**src/sv/pnsf_pkg.sv**
```systemverilog
// Shared types, constants, coefficient tables and rounding and saturation helpers for the pink noise filter.
package pnsf_pkg;

    // Sample and fixed-point formats
    localparam int SAMPLE_WIDTH = 16;
    localparam int FRAC_BITS    = 24;
    localparam int IN_FRAC      = SAMPLE_WIDTH - 1;
    localparam int WQ_SHIFT     = FRAC_BITS - IN_FRAC;
    localparam int WQ_W         = FRAC_BITS + 1;
    localparam int GAIN_W       = 16;
    localparam int GAIN_ONE     = 15;
    localparam int OUT_SHIFT    = GAIN_ONE + FRAC_BITS - IN_FRAC;

    // Filter bank
    localparam int NUM_POLES    = 6;
    localparam int POLE_IDX_W   = $clog2(NUM_POLES);
    localparam int STATE_W      = 32;
    localparam int COEF_W       = 25;

    // Datapath widths
    localparam int SUM_W        = STATE_W + 3;
    localparam int SCALED_W     = STATE_W + 1;
    localparam int MUL_A_W      = SUM_W;
    localparam int MUL_B_W      = COEF_W;
    localparam int PROD_W       = MUL_A_W + MUL_B_W;
    localparam int RND_W        = PROD_W - FRAC_BITS;

    // Input queue
    localparam int QUEUE_DEPTH  = 2;
    localparam int QPTR_W       = $clog2(QUEUE_DEPTH);
    localparam int QCNT_W       = QPTR_W + 1;

    // Reset gain: 0.5 in Q1.15
    localparam logic [GAIN_W-1:0] GAIN_RESET = GAIN_W'(16384);

    // Q.24 coefficients
    localparam logic signed [COEF_W-1:0] K_LEVEL  = COEF_W'(2233047);
    localparam logic signed [COEF_W-1:0] K_DIRECT = COEF_W'(8995943);
    localparam logic signed [COEF_W-1:0] K_DELAY  = COEF_W'(1944916);

    localparam logic signed [COEF_W-1:0] POLE_FB [NUM_POLES] = '{
        COEF_W'(16758090), COEF_W'(16665144), COEF_W'(16257122),
        COEF_W'(14537458), COEF_W'(9227469),  COEF_W'(-12777528)
    };
    localparam logic signed [COEF_W-1:0] POLE_IN [NUM_POLES] = '{
        COEF_W'(931436),  COEF_W'(1259565), COEF_W'(2581208),
        COEF_W'(5209084), COEF_W'(8941454), COEF_W'(-283501)
    };

    // Half an LSB at Q.24 and at the output scale
    localparam logic signed [PROD_W-1:0] Q24_HALF = PROD_W'(1) << (FRAC_BITS - 1);
    localparam logic signed [PROD_W-1:0] OUT_HALF = PROD_W'(1) << (OUT_SHIFT - 1);

    // Word handed from the front queue to the back end
    typedef struct packed {
        logic                   valid;
        logic signed [WQ_W-1:0] wq;
    } pnsf_item_t;

    // Round half up from a product to Q.24
    function automatic logic signed [RND_W-1:0] round_q24(input logic signed [PROD_W-1:0] x);
        logic signed [PROD_W-1:0] t;
        t = x + Q24_HALF;
        return t[PROD_W-1:FRAC_BITS];
    endfunction

    // Saturate a rounded value to the signed state range
    function automatic logic signed [STATE_W-1:0] sat_state(input logic signed [RND_W-1:0] r);
        logic [RND_W-STATE_W:0] hi;
        hi = r[RND_W-1:STATE_W-1];
        if ((&hi) || !(|hi))
            return r[STATE_W-1:0];
        else if (r[RND_W-1])
            return {1'b1, {(STATE_W-1){1'b0}}};
        else
            return {1'b0, {(STATE_W-1){1'b1}}};
    endfunction

    // Saturate a scaled value to the signed sample range
    function automatic logic signed [SAMPLE_WIDTH-1:0] sat_sample(
        input logic signed [PROD_W-1:0] y
    );
        logic [PROD_W-SAMPLE_WIDTH:0] hi;
        hi = y[PROD_W-1:SAMPLE_WIDTH-1];
        if ((&hi) || !(|hi))
            return y[SAMPLE_WIDTH-1:0];
        else if (y[PROD_W-1])
            return {1'b1, {(SAMPLE_WIDTH-1){1'b0}}};
        else
            return {1'b0, {(SAMPLE_WIDTH-1){1'b1}}};
    endfunction

endpackage

```
**src/sv/pink_noise_shaping_filter.sv**
```systemverilog
// Top level of the pink noise shaping filter: gain register, input queue and filter back end.
// The back end takes a new word only as the last one finishes, as its single shared multiplier
// computes 16 products per word (two per pole, direct, delay, level and gain).
// Reset: filter states clear to zero, output gain returns to 0.5, queue and output empty.
module pink_noise_shaping_filter (
    input  logic                                     clk,
    input  logic                                     rst_n,
    input  logic                                     in_valid,
    output logic                                     in_stall,
    input  logic signed [pnsf_pkg::SAMPLE_WIDTH-1:0] white_sample,
    output logic                                     out_valid,
    input  logic                                     out_stall,
    output logic signed [pnsf_pkg::SAMPLE_WIDTH-1:0] pink_sample,
    input  logic                                     cfg_valid,
    output logic                                     cfg_ready,
    input  logic [pnsf_pkg::GAIN_W-1:0]              cfg_data
);
    import pnsf_pkg::*;

    logic [GAIN_W-1:0] gain_reg;
    pnsf_item_t        item;
    logic              take;

    // Gain register, always ready
    assign cfg_ready = 1'b1;

    always_ff @(posedge clk or negedge rst_n)
    begin
        if (!rst_n)
            gain_reg <= GAIN_RESET;
        else if (cfg_valid && cfg_ready)
            gain_reg <= cfg_data;
    end

    // Input queue
    pnsf_front u_front (
        .clk          (clk),
        .rst_n        (rst_n),
        .white_sample (white_sample),
        .in_valid     (in_valid),
        .in_stall     (in_stall),
        .item         (item),
        .take         (take)
    );

    // Filter bank and output
    pnsf_back u_back (
        .clk         (clk),
        .rst_n       (rst_n),
        .item        (item),
        .take        (take),
        .gain        (gain_reg),
        .out_valid   (out_valid),
        .out_stall   (out_stall),
        .pink_sample (pink_sample)
    );

endmodule

```
**src/sv/pnsf_front.sv**
```systemverilog
// Front end: accepts white samples, widens them to Q.24 and queues them for the back end.
module pnsf_front (
    input  logic                                  clk,
    input  logic                                  rst_n,
    input  logic signed [pnsf_pkg::SAMPLE_WIDTH-1:0] white_sample,
    input  logic                                  in_valid,
    output logic                                  in_stall,
    output pnsf_pkg::pnsf_item_t                  item,
    input  logic                                  take
);
    import pnsf_pkg::*;

    logic signed [WQ_W-1:0] q_reg [QUEUE_DEPTH];
    logic [QPTR_W-1:0]      wr_ptr_reg;
    logic [QPTR_W-1:0]      rd_ptr_reg;
    logic [QCNT_W-1:0]      cnt_reg;
    logic [QCNT_W-1:0]      cnt_next;
    logic                   push;
    logic                   pop;
    logic signed [WQ_W-1:0] wq_in;

    // Exact widening of the sample to Q.24
    assign wq_in = $signed({white_sample, {WQ_SHIFT{1'b0}}});

    // Handshake
    assign in_stall = (cnt_reg == QCNT_W'(QUEUE_DEPTH));
    assign push     = in_valid && !in_stall;
    assign pop      = take && (cnt_reg != '0);

    // Head of queue
    assign item.valid = (cnt_reg != '0);
    assign item.wq    = q_reg[rd_ptr_reg];

    always_comb
    begin
        cnt_next = cnt_reg;
        if (push && !pop)
            cnt_next = cnt_reg + QCNT_W'(1);
        else if (pop && !push)
            cnt_next = cnt_reg - QCNT_W'(1);
    end

    // Queue pointers and fill count
    always_ff @(posedge clk or negedge rst_n)
    begin
        if (!rst_n)
        begin
            wr_ptr_reg <= '0;
            rd_ptr_reg <= '0;
            cnt_reg    <= '0;
        end
        else
        begin
            if (push)
                wr_ptr_reg <= wr_ptr_reg + QPTR_W'(1);
            if (pop)
                rd_ptr_reg <= rd_ptr_reg + QPTR_W'(1);
            cnt_reg <= cnt_next;
        end
    end

    // Queue storage
    always_ff @(posedge clk)
    begin
        if (push)
            q_reg[wr_ptr_reg] <= wq_in;
    end

endmodule

```
**src/sv/pnsf_back.sv**
```systemverilog
// Back end: one shared multiplier steps through the filter bank, the scaling and the output.
module pnsf_back (
    input  logic                                     clk,
    input  logic                                     rst_n,
    input  pnsf_pkg::pnsf_item_t                     item,
    output logic                                     take,
    input  logic [pnsf_pkg::GAIN_W-1:0]              gain,
    output logic                                     out_valid,
    input  logic                                     out_stall,
    output logic signed [pnsf_pkg::SAMPLE_WIDTH-1:0] pink_sample
);
    import pnsf_pkg::*;

    // Step codes: poles occupy steps 0 .. 2*NUM_POLES-1, two products each
    localparam int STP_W = $clog2(2 * NUM_POLES + 7);
    localparam logic [STP_W-1:0] STP_DIR_ISSUE  = STP_W'(2 * NUM_POLES);
    localparam logic [STP_W-1:0] STP_DLY_ISSUE  = STP_W'(2 * NUM_POLES + 1);
    localparam logic [STP_W-1:0] STP_DLY_CAPT   = STP_W'(2 * NUM_POLES + 2);
    localparam logic [STP_W-1:0] STP_LVL_ISSUE  = STP_W'(2 * NUM_POLES + 3);
    localparam logic [STP_W-1:0] STP_LVL_CAPT   = STP_W'(2 * NUM_POLES + 4);
    localparam logic [STP_W-1:0] STP_GAIN_ISSUE = STP_W'(2 * NUM_POLES + 5);
    localparam logic [STP_W-1:0] STP_OUT        = STP_W'(2 * NUM_POLES + 6);
    localparam logic [STP_W-1:0] STP_FIRST_ACC  = STP_W'(2);
    localparam logic [STP_W-1:0] STP_FIRST_WB   = STP_W'(3);

    // Control
    logic                  busy_reg;
    logic [STP_W-1:0]      stp_reg;
    logic                  out_valid_reg;
    logic                  fin;
    logic                  adv;
    logic                  step;
    logic                  in_poles;
    logic                  stp_odd;
    logic [POLE_IDX_W-1:0] iss_idx;
    logic [STP_W-1:0]      wb_stp;
    logic [POLE_IDX_W-1:0] wb_idx;
    logic                  do_fbp;
    logic                  do_acc;
    logic                  do_wb;

    // Filter state
    logic signed [STATE_W-1:0] h_reg [NUM_POLES];
    logic signed [STATE_W-1:0] dly_reg;

    // Datapath
    logic signed [WQ_W-1:0]         wq_reg;
    logic signed [MUL_A_W-1:0]      mul_a;
    logic signed [MUL_B_W-1:0]      mul_b;
    logic signed [PROD_W-1:0]       prod_next;
    logic signed [PROD_W-1:0]       prod_reg;
    logic signed [PROD_W-1:0]       fbp_reg;
    logic signed [PROD_W-1:0]       acc_reg;
    logic signed [SUM_W-1:0]        sum_reg;
    logic signed [SUM_W-1:0]        dir_reg;
    logic signed [SCALED_W-1:0]     scaled_reg;
    logic signed [SAMPLE_WIDTH-1:0] pink_reg;
    logic signed [RND_W-1:0]        rnd_prod;
    logic signed [STATE_W-1:0]      pole_new;
    logic signed [PROD_W-1:0]       y_full;
    logic signed [SAMPLE_WIDTH-1:0] y_sat;

    // Sequencing
    assign fin  = busy_reg && (stp_reg == STP_OUT);
    assign adv  = !(fin && out_valid_reg && out_stall);
    assign step = busy_reg && adv;
    assign take = item.valid && (!busy_reg || (fin && adv));

    assign in_poles = (stp_reg < STP_DIR_ISSUE);
    assign stp_odd  = stp_reg[0];
    assign iss_idx  = stp_reg[POLE_IDX_W:1];
    assign wb_stp   = stp_reg - STP_FIRST_WB;
    assign wb_idx   = wb_stp[POLE_IDX_W:1];

    assign do_fbp = in_poles && stp_odd;
    assign do_acc = !stp_odd && (stp_reg >= STP_FIRST_ACC) && (stp_reg <= STP_DIR_ISSUE);
    assign do_wb  = stp_odd && (stp_reg >= STP_FIRST_WB) && (stp_reg <= STP_DLY_ISSUE);

    // Operand select for the shared multiplier
    always_comb
    begin
        mul_a = '0;
        mul_b = '0;
        if (in_poles)
        begin
            if (stp_odd)
            begin
                mul_a = MUL_A_W'(wq_reg);
                mul_b = POLE_IN[iss_idx];
            end
            else
            begin
                mul_a = MUL_A_W'(h_reg[iss_idx]);
                mul_b = POLE_FB[iss_idx];
            end
        end
        else
        begin
            case (stp_reg)
                STP_DIR_ISSUE:
                begin
                    mul_a = MUL_A_W'(wq_reg);
                    mul_b = K_DIRECT;
                end
                STP_DLY_ISSUE:
                begin
                    mul_a = MUL_A_W'(wq_reg);
                    mul_b = K_DELAY;
                end
                STP_LVL_ISSUE:
                begin
                    mul_a = MUL_A_W'(sum_reg);
                    mul_b = K_LEVEL;
                end
                STP_GAIN_ISSUE:
                begin
                    mul_a = MUL_A_W'(scaled_reg);
                    mul_b = $signed({{(MUL_B_W - GAIN_W){1'b0}}, gain});
                end
                default:
                begin
                    mul_a = '0;
                    mul_b = '0;
                end
            endcase
        end
        prod_next = mul_a * mul_b;
    end

    // Rounding and saturation of registered products
    assign rnd_prod = round_q24(prod_reg);
    assign pole_new = sat_state(acc_reg[PROD_W-1:FRAC_BITS]);
    assign y_full   = (prod_reg + OUT_HALF) >>> OUT_SHIFT;
    assign y_sat    = sat_sample(y_full);

    // Control and filter state
    always_ff @(posedge clk or negedge rst_n)
    begin
        if (!rst_n)
        begin
            busy_reg      <= 1'b0;
            stp_reg       <= '0;
            out_valid_reg <= 1'b0;
            dly_reg       <= '0;
            for (int i = 0; i < NUM_POLES; i++)
                h_reg[i] <= '0;
        end
        else
        begin
            if (out_valid_reg && !out_stall)
                out_valid_reg <= 1'b0;
            if (take)
            begin
                busy_reg <= 1'b1;
                stp_reg  <= '0;
            end
            else if (step && fin)
                busy_reg <= 1'b0;
            else if (step)
                stp_reg <= stp_reg + STP_W'(1);
            if (step)
            begin
                if (do_wb)
                    h_reg[wb_idx] <= pole_new;
                if (stp_reg == STP_DLY_CAPT)
                    dly_reg <= sat_state(rnd_prod);
                if (fin)
                    out_valid_reg <= 1'b1;
            end
        end
    end

    // Datapath registers
    always_ff @(posedge clk)
    begin
        if (take)
        begin
            wq_reg  <= item.wq;
            sum_reg <= SUM_W'(dly_reg);
        end
        if (step)
        begin
            prod_reg <= prod_next;
            if (do_fbp)
                fbp_reg <= prod_reg;
            if (do_acc)
                acc_reg <= fbp_reg + prod_reg + Q24_HALF;
            if (do_wb)
                sum_reg <= sum_reg + SUM_W'(pole_new);
            if (stp_reg == STP_DLY_ISSUE)
                dir_reg <= rnd_prod[SUM_W-1:0];
            if (stp_reg == STP_DLY_CAPT)
                sum_reg <= sum_reg + dir_reg;
            if (stp_reg == STP_LVL_CAPT)
                scaled_reg <= rnd_prod[SCALED_W-1:0];
            if (fin)
                pink_reg <= y_sat;
        end
    end

    assign out_valid   = out_valid_reg;
    assign pink_sample = pink_reg;

    // Checks
    a_stp_range: assert property (@(posedge clk) disable iff (!rst_n)
        busy_reg |-> stp_reg <= STP_OUT)
        else $error("step counter past the last step");

    a_take_start: assert property (@(posedge clk) disable iff (!rst_n)
        take |=> busy_reg && (stp_reg == '0))
        else $error("taken word did not start at the first step");

    a_fin_out: assert property (@(posedge clk) disable iff (!rst_n)
        (step && fin) |=> out_valid_reg)
        else $error("finished word not presented at the output");

    a_dly_hold: assert property (@(posedge clk) disable iff (!rst_n)
        !(step && (stp_reg == STP_DLY_CAPT)) |=> $stable(dly_reg))
        else $error("delay term changed outside its update step");

endmodule

```
**config.mk**
```make
export PLATFORM = sky130hd
export DESIGN_NAME = pink_noise_shaping_filter
export DESIGN_NICKNAME = d
export VERILOG_FILES = /design/src/sv/pnsf_pkg.sv /design/src/sv/pink_noise_shaping_filter.sv /design/src/sv/pnsf_front.sv /design/src/sv/pnsf_back.sv
export SDC_FILE = /design/constraint.sdc
export NUM_CORES = 2
export LEC_CHECK = 0
export BUFFER_PORTS_ARGS = -buffer_cell sky130_fd_sc_hd__buf_2
export CORE_MARGIN = 5
export CORE_UTILIZATION = 51
export CTS_CLUSTER_SIZE = 30
export DETAILED_ROUTE_END_ITERATION = 12
export HOLD_SLACK_MARGIN = 0.1
export PLACE_DENSITY = 0.69
export SKIP_LAST_GASP = 1
export SYNTH_ARGS = -nofsm -noshare
export SYNTH_HDL_FRONTEND = slang
export SYNTH_HIERARCHICAL = 1
export SYNTH_SLANG_ARGS = --single-unit
```
**constraint.sdc**
```tcl
create_clock -name clk -period 17.9 [get_ports clk]
set_input_delay 2.685 -clock clk [delete_from_list [all_inputs] [get_ports clk]]
set_output_delay 2.685 -clock clk [all_outputs]
set_load 0.02 [all_outputs]
```
* After elaboration in Yosys (flattened, before gate mapping) *
Memories as Yosys holds them, arrays and structs flattened. A register that Yosys moved wholly into a read port is not among the register bits.
Cells that the tools add are included.

storage, ports and cells
  output and inout port bits = 19
  register bits after elaboration = 575
  memories = 3
  word-level logic and storage cells = 145
  memory bits (read-only) = 400
  RAM bits = 32

operators by class
  bitwise operators = 2
  muxes and demuxes = 38
  $add $sub $neg = 11
  order comparisons = 8
  eq/ne operators = 9
  $mul = 1
  reductions and logical operators = 51

memory list
  memory            depth  bits a word  rd ports  clocked after Yosys merged registers in  wr ports  RTL line          RTL
  (name not given)  8      25           1         0                                        0         pnsf_back.sv:94   mul_b = POLE_FB[iss_idx];
  (name not given)  8      25           1         0                                        0         pnsf_back.sv:89   mul_b = POLE_IN[iss_idx];
  u_front.q_reg     2      16           1         1                                        1         pnsf_front.sv:13  logic signed [WQ_W-1:0] q_reg [QUEUE_DEPTH];

operators by type and width
  kind                                                               count
  two-way mux 32 bit                                                 7
  two-way mux 35 bit                                                 6
  bitwise mux 192 bit                                                1
  two-way mux 25 bit                                                 6
  adder 60 x 25 -> 60 bit, second input constant                     2
  one-hot mux 35 bit (3 select lines)                                1
  binary-select mux 32 bit (select 3 bit)                            1
  demux 32 bit (select 3 bit)                                        1
  one-hot mux 24 bit (4 select lines)                                1
  adder 60 bit                                                       1
  multiplier 35 x 25 -> 60 bit                                       1
  adder 35 x 32 -> 35 bit                                            1
  adder 35 bit                                                       1
  two-way mux 16 bit                                                 2
  AND reduction 21 bit                                               1
  OR reduction 21 bit                                                1
  equality test 5 x 4 -> 1 bit, second input constant                4
  logical AND 1 bit                                                  18
  AND reduction 2 bit                                                8
  equality test 5 bit, second input constant                         3
  two-way mux 5 bit                                                  3
  greater-or-equal comparator 5 x 2 -> 1 bit, second input constant  2
  <= comparator 5 x 4 -> 1 bit, second input constant                2
  logical NOT 1 bit                                                  10
  other kinds (18)                                                   36

* Logic depth before layout (Yosys ltp) *
  word-level depth = 12
  mapped depth = 44
  gate-level depth less buffers = 34

* By module *
The synthesis kept the hierarchy.

by module, submodules not included
  module                     instances  area an instance (µm²)  cells an instance
  pnsf_back                  1          59480.8                 6314
  pnsf_front                 1          1477.7                  79
  pink_noise_shaping_filter  1          661.9                   36

* Least setup slack after synthesis *
OpenSTA, ideal clock, no wires.

  path kind = flip-flop to flip-flop
  start point = register u_back.stp_reg[1]
  end point = register u_back.prod_reg[58], data pin
  path slack = 7629 ps
  path buffers = 9
  library setup time = 262 ps
  cell stages (with the launch flop) = 37
  data arrival time = 10009 ps
  path through = dfrtp_1 buf_2 buf_4 buf_4 buf_4 buf_2 inv_1 ha_1 buf_1 and3_1 clkbuf_1 nor3_1 nor2b_1 clkbuf_1 nand2_1 a21oi_1 clkbuf_1 nand2_1 fa_1 inv_1 fa_1 inv_1 fa_1 inv_1 fa_1 fa_1 fa_1 fa_1 ha_1 inv_1 or3_1 nor3_1 or3b_2 o2111ai_1 a311oi_1 o21bai_1 xor2_1

on the way
  word-level cells in the longest chain between the ends = 7
  elaborated cells on any way between the ends = 23

RTL lines
  item                                                                                 RTL line                                           RTL
  from (decl)                                                                          pnsf_back.sv:28                                    logic [STP_W-1:0] stp_reg;
  from (signal assigned)                                                               pnsf_back.sv:160                                   stp_reg <= stp_reg + STP_W'(1);
  NOT 3 -> 4 bit (not written as such)                                                 pnsf_back.sv:89, pnsf_back.sv:93, pnsf_back.sv:94
  memory read (8 x 25 bit), or another cell as far along                               -
  two-way mux 25 bit (not written as such), or another cell as far along (2 in a row)  pnsf_back.sv:94
  two-way mux 25 bit / two-way mux 35 bit (equally long branches)                      pnsf_back.sv:86                                    if (stp_odd)
  two-way mux 25 bit / two-way mux 35 bit (equally long branches)                      pnsf_back.sv:84                                    if (in_poles)
  multiplier 35 x 25 -> 60 bit (*)                                                     pnsf_back.sv:127                                   prod_next = mul_a * mul_b;
  net u_back.prod_next[58]                                                             pnsf_back.sv:50                                    logic signed [PROD_W-1:0] prod_next;
  to (signal assigned)                                                                 pnsf_back.sv:183                                   prod_reg <= prod_next;
  to (decl)                                                                            pnsf_back.sv:51                                    logic signed [PROD_W-1:0] prod_reg;

The timed path passes the listed nets; every way through them passes the cells marked *. The select of a mux whose other input is x is not followed.
A chain may end at the register's enable or synchronous reset.

* Final worst setup path *
  start point = register u_back.stp_reg[0]
  end point = register u_back.prod_reg[48], data pin

on the way
  word-level cells in the longest chain between the ends = 5
  elaborated cells on any way between the ends = 13

RTL lines
  item                                 RTL line          RTL
  equality test 5 x 4 -> 1 bit         pnsf_back.sv:99   case (stp_reg)
  OR reduction 2 bit (no source line)  -
  one-hot mux 35 bit (3 select lines)  pnsf_back.sv:99
  two-way mux 35 bit                   pnsf_back.sv:84
  multiplier 35 x 25 -> 60 bit (*)     pnsf_back.sv:127
  net u_back.prod_next[48]             pnsf_back.sv:50

The timed path passes the listed nets; every way through them passes the cells marked *.

==> results.tsv <==
metric	value	unit
status	complete, no violations	
largest_family_of_logic_cells_by_synthesized_area	adder cells	
netlist_top_cells_area	fa_1 29%, edfxtp_1 14%, dfrtp_1 10%	
relative_slew_slack	0.0817	
rows	127	
via_count	48400	
boundaryPins	56	
synthArstFlopShare	0.431	
final-instance-count-excl-fill	8012	
antenna_found_initial	8	
max_stage_delay	820	ps
place_inst	7884	
global_routing_usage_summed_across_all_routing_layers	0.344	
clock_path_buffers	3	
netlist.top_cell.by_area	fa_1	
grt_pass1_wl	324000	um
hold_violations	0	
seq_area_frac_synth	0.258	
grt_start_max_net_pins	138	
max-cap-violations	0	
detail-route-antenna-nets	0	
cts_setup_buffers	0	
crit_path_capture_type	register	
worst_setup_path_start_kind	register	
die_height	358	um
report.final.setup_viol	0	
h-tree-depth	3	
setup-tns-final	0	ps
crit_top_cell	fa_1	
ys_types	99	
unrepaired_setup_endpoints_after_global_routing	no	
clk_pin_slew	70	ps
finalWorstPathRequiredPeriod	12190	ps
largest_register_ffs	192	
cts-buffers-inserted	68	
first_global_vias	49100	
drc	0	
type_of_the_setup_path_with_the_least_slack	reg2reg	
firstDrtPassIters	6	
post_synth_instance_area	61600	um^2
average_routed_wire_per_standard_cell	27.3	um
drive_above_1_share	0.0711	
yosys.area_share.simple	0.128	
cts_root_buf	clkbuf_16	
insertion_delay	670	ps
port_buffers	54	
layout-area-overhead-vs-synth	7.14	%
cts_hold_bufs	0	
achievable-frequency	82.0	MHz
yosys.area_share.xor_xnor	0.0298	
globalRouteMet1Util	0.475	
core	120000	um^2
synthAdderAreaFrac	0.363	
yosys.cell_count.top_type	inv_1	
ys_ff_latch	583	
tightestPinTransition	1370	ps
synth_largest_type_area_fraction	0.289	
dp.final_hpwl	170000	um
synth_enable_flop_cells	297	
critical_path_peak_fanout	62	
timing.hold.ws	456	ps
syn_inst	6429	
grt.met3_usage	0.105	
grt_use_met2	0.497	
syn_area_per_cell	9.58	um^2
drt-vias-per-instance	6.04	
chipWidth	358	um
cp_data_required_time	18320	ps
final_net_count	7632	
routabilityCongestion	1.05	
slowest_stage	and2_1	
hp-class	reg2reg	
cts_sinks	583	
postCtsResizedCells	0	
yosysWarningCount	6	
drv_slew	0	
timing.clock.skew	42.4	ps
global_route.peak_usage_layer	met2	
effective_utilization_at_floorplan	0.514	
global_route.overflow_total	0	
synth.cells.most_frequent	968 x inv_1, 891 x fa_1, 864 x nand2_1	
tritoncts	done	
dieArea	128000	um^2
layout_worst_path_cycle_share	0.681	
synth_compound_area_frac	0.109	
fill_cells	10700	
synth.area.mux_share	0.0301	
wp_data_arrival	12610	ps
route.final.wire_length	218000	um
yosys_most_used_dff	edfxtp_1	
dr.first_iter.drc_count	5502	
per-layer routing:
| metal | part of all wire | wire [um] |
|---|---|---|
| met1 | 0.40 | 86900 |
| met2 | 0.42 | 91300 |
| met3 | 0.12 | 26500 |
| met4 | 0.062 | 13600 |
| met5 | 0.00022 | 47 |
path summary, 6_finish.rpt:
path / start / cells after the start / slack (ps) / endpoint
worst max-delay path: u_back/stp_reg[0]$_DFFE_PN0P_ / 32 / 5710 / u_back/prod_reg[48]$_DFFE_PP_
worst min-delay path: u_back/prod_reg[2]$_DFFE_PP_ / 0 / 460 / u_back/fbp_reg[2]$_DFFE_PP_
worst max register to register: u_back/stp_reg[0]$_DFFE_PN0P_ / 32 / 5710 / u_back/prod_reg[48]$_DFFE_PP_
worst min register to register: u_back/prod_reg[2]$_DFFE_PP_ / 0 / 460 / u_back/fbp_reg[2]$_DFFE_PP_
max in group asynchronous: rst_n / 2 / 14410 / u_back/stp_reg[1]$_DFFE_PN0P_
min in group asynchronous: rst_n / 1 / 2060 / u_back/h_reg[104]$_DFFE_PN0P_
through the flow:
stage | setup WS (ps) | instance area [um^2] | util
floorplan | 7630 | 61700 | -
global placement | 6170 | 63600 | 0.530
detailed placement | 6090 | 63600 | 0.530
CTS | 6050 | 66000 | 0.550
global route | 5280 | 66000 | 0.550
finish | 5710 | 66000 | 0.550
final cells by class:
class	count	area (um^2)	area share
multi-input combinational	4559	40900	0.620
sequential	583	15900	0.241
inverter	972	3650	0.0553
tap	1612	2020	0.0306
clock buffer	86	1880	0.0285
timing repair buffer	158	1070	0.0163
clock inverter	39	546	0.00826
antenna	3	7.51	0.000114
layout by cell type (no fill, tap or decap), drive strengths merged, types with 54 or more instances in the layout:
| cell type | Yosys | routed |
|---|---|---|
| a21o | 86 | 86 |
| a21oi | 362 | 362 |
| buf | 74 | 158 |
| clkbuf | 249 | 86 |
| dfrtp | 250 | 250 |
| edfxtp | 297 | 297 |
| fa | 891 | 891 |
| ha | 362 | 362 |
| inv | 970 | 973 |
| mux2 | 54 | 54 |
| mux2i | 70 | 70 |
| nand2 | 868 | 868 |
| nand3 | 71 | 71 |
| nor2 | 636 | 636 |
| o21ai | 265 | 265 |
| xnor2 | 126 | 126 |
| xor2 | 80 | 80 |
worst max-delay path, delay by kind of cell, from the launching register on:
kind | cells | cell delay (ps)
DFF | 1 | 380
xor gates and xnor gates | 1 | 80
and+or+nand+nor | 5 | 2330
buffers and inverters | 7 | 1400
AOI/OAI and AO/OA | 11 | 3830
adders and majority gates | 8 | 3870
cells by family (layout without fill, tap and decap cells):
family | Yosys count | in the layout
mux | 145 | 145
fa+ha+maj | 1253 | 1253
simple gates | 1863 | 1863
buf+inv | 1295 | 1255
other cells | 2 | 13
flops | 583 | 583
xor+xnor | 206 | 206
compound gates | 1082 | 1082
Power is not shown: default switching activity piles up to over one toggle a cycle in this logic, so the estimate is an artifact.
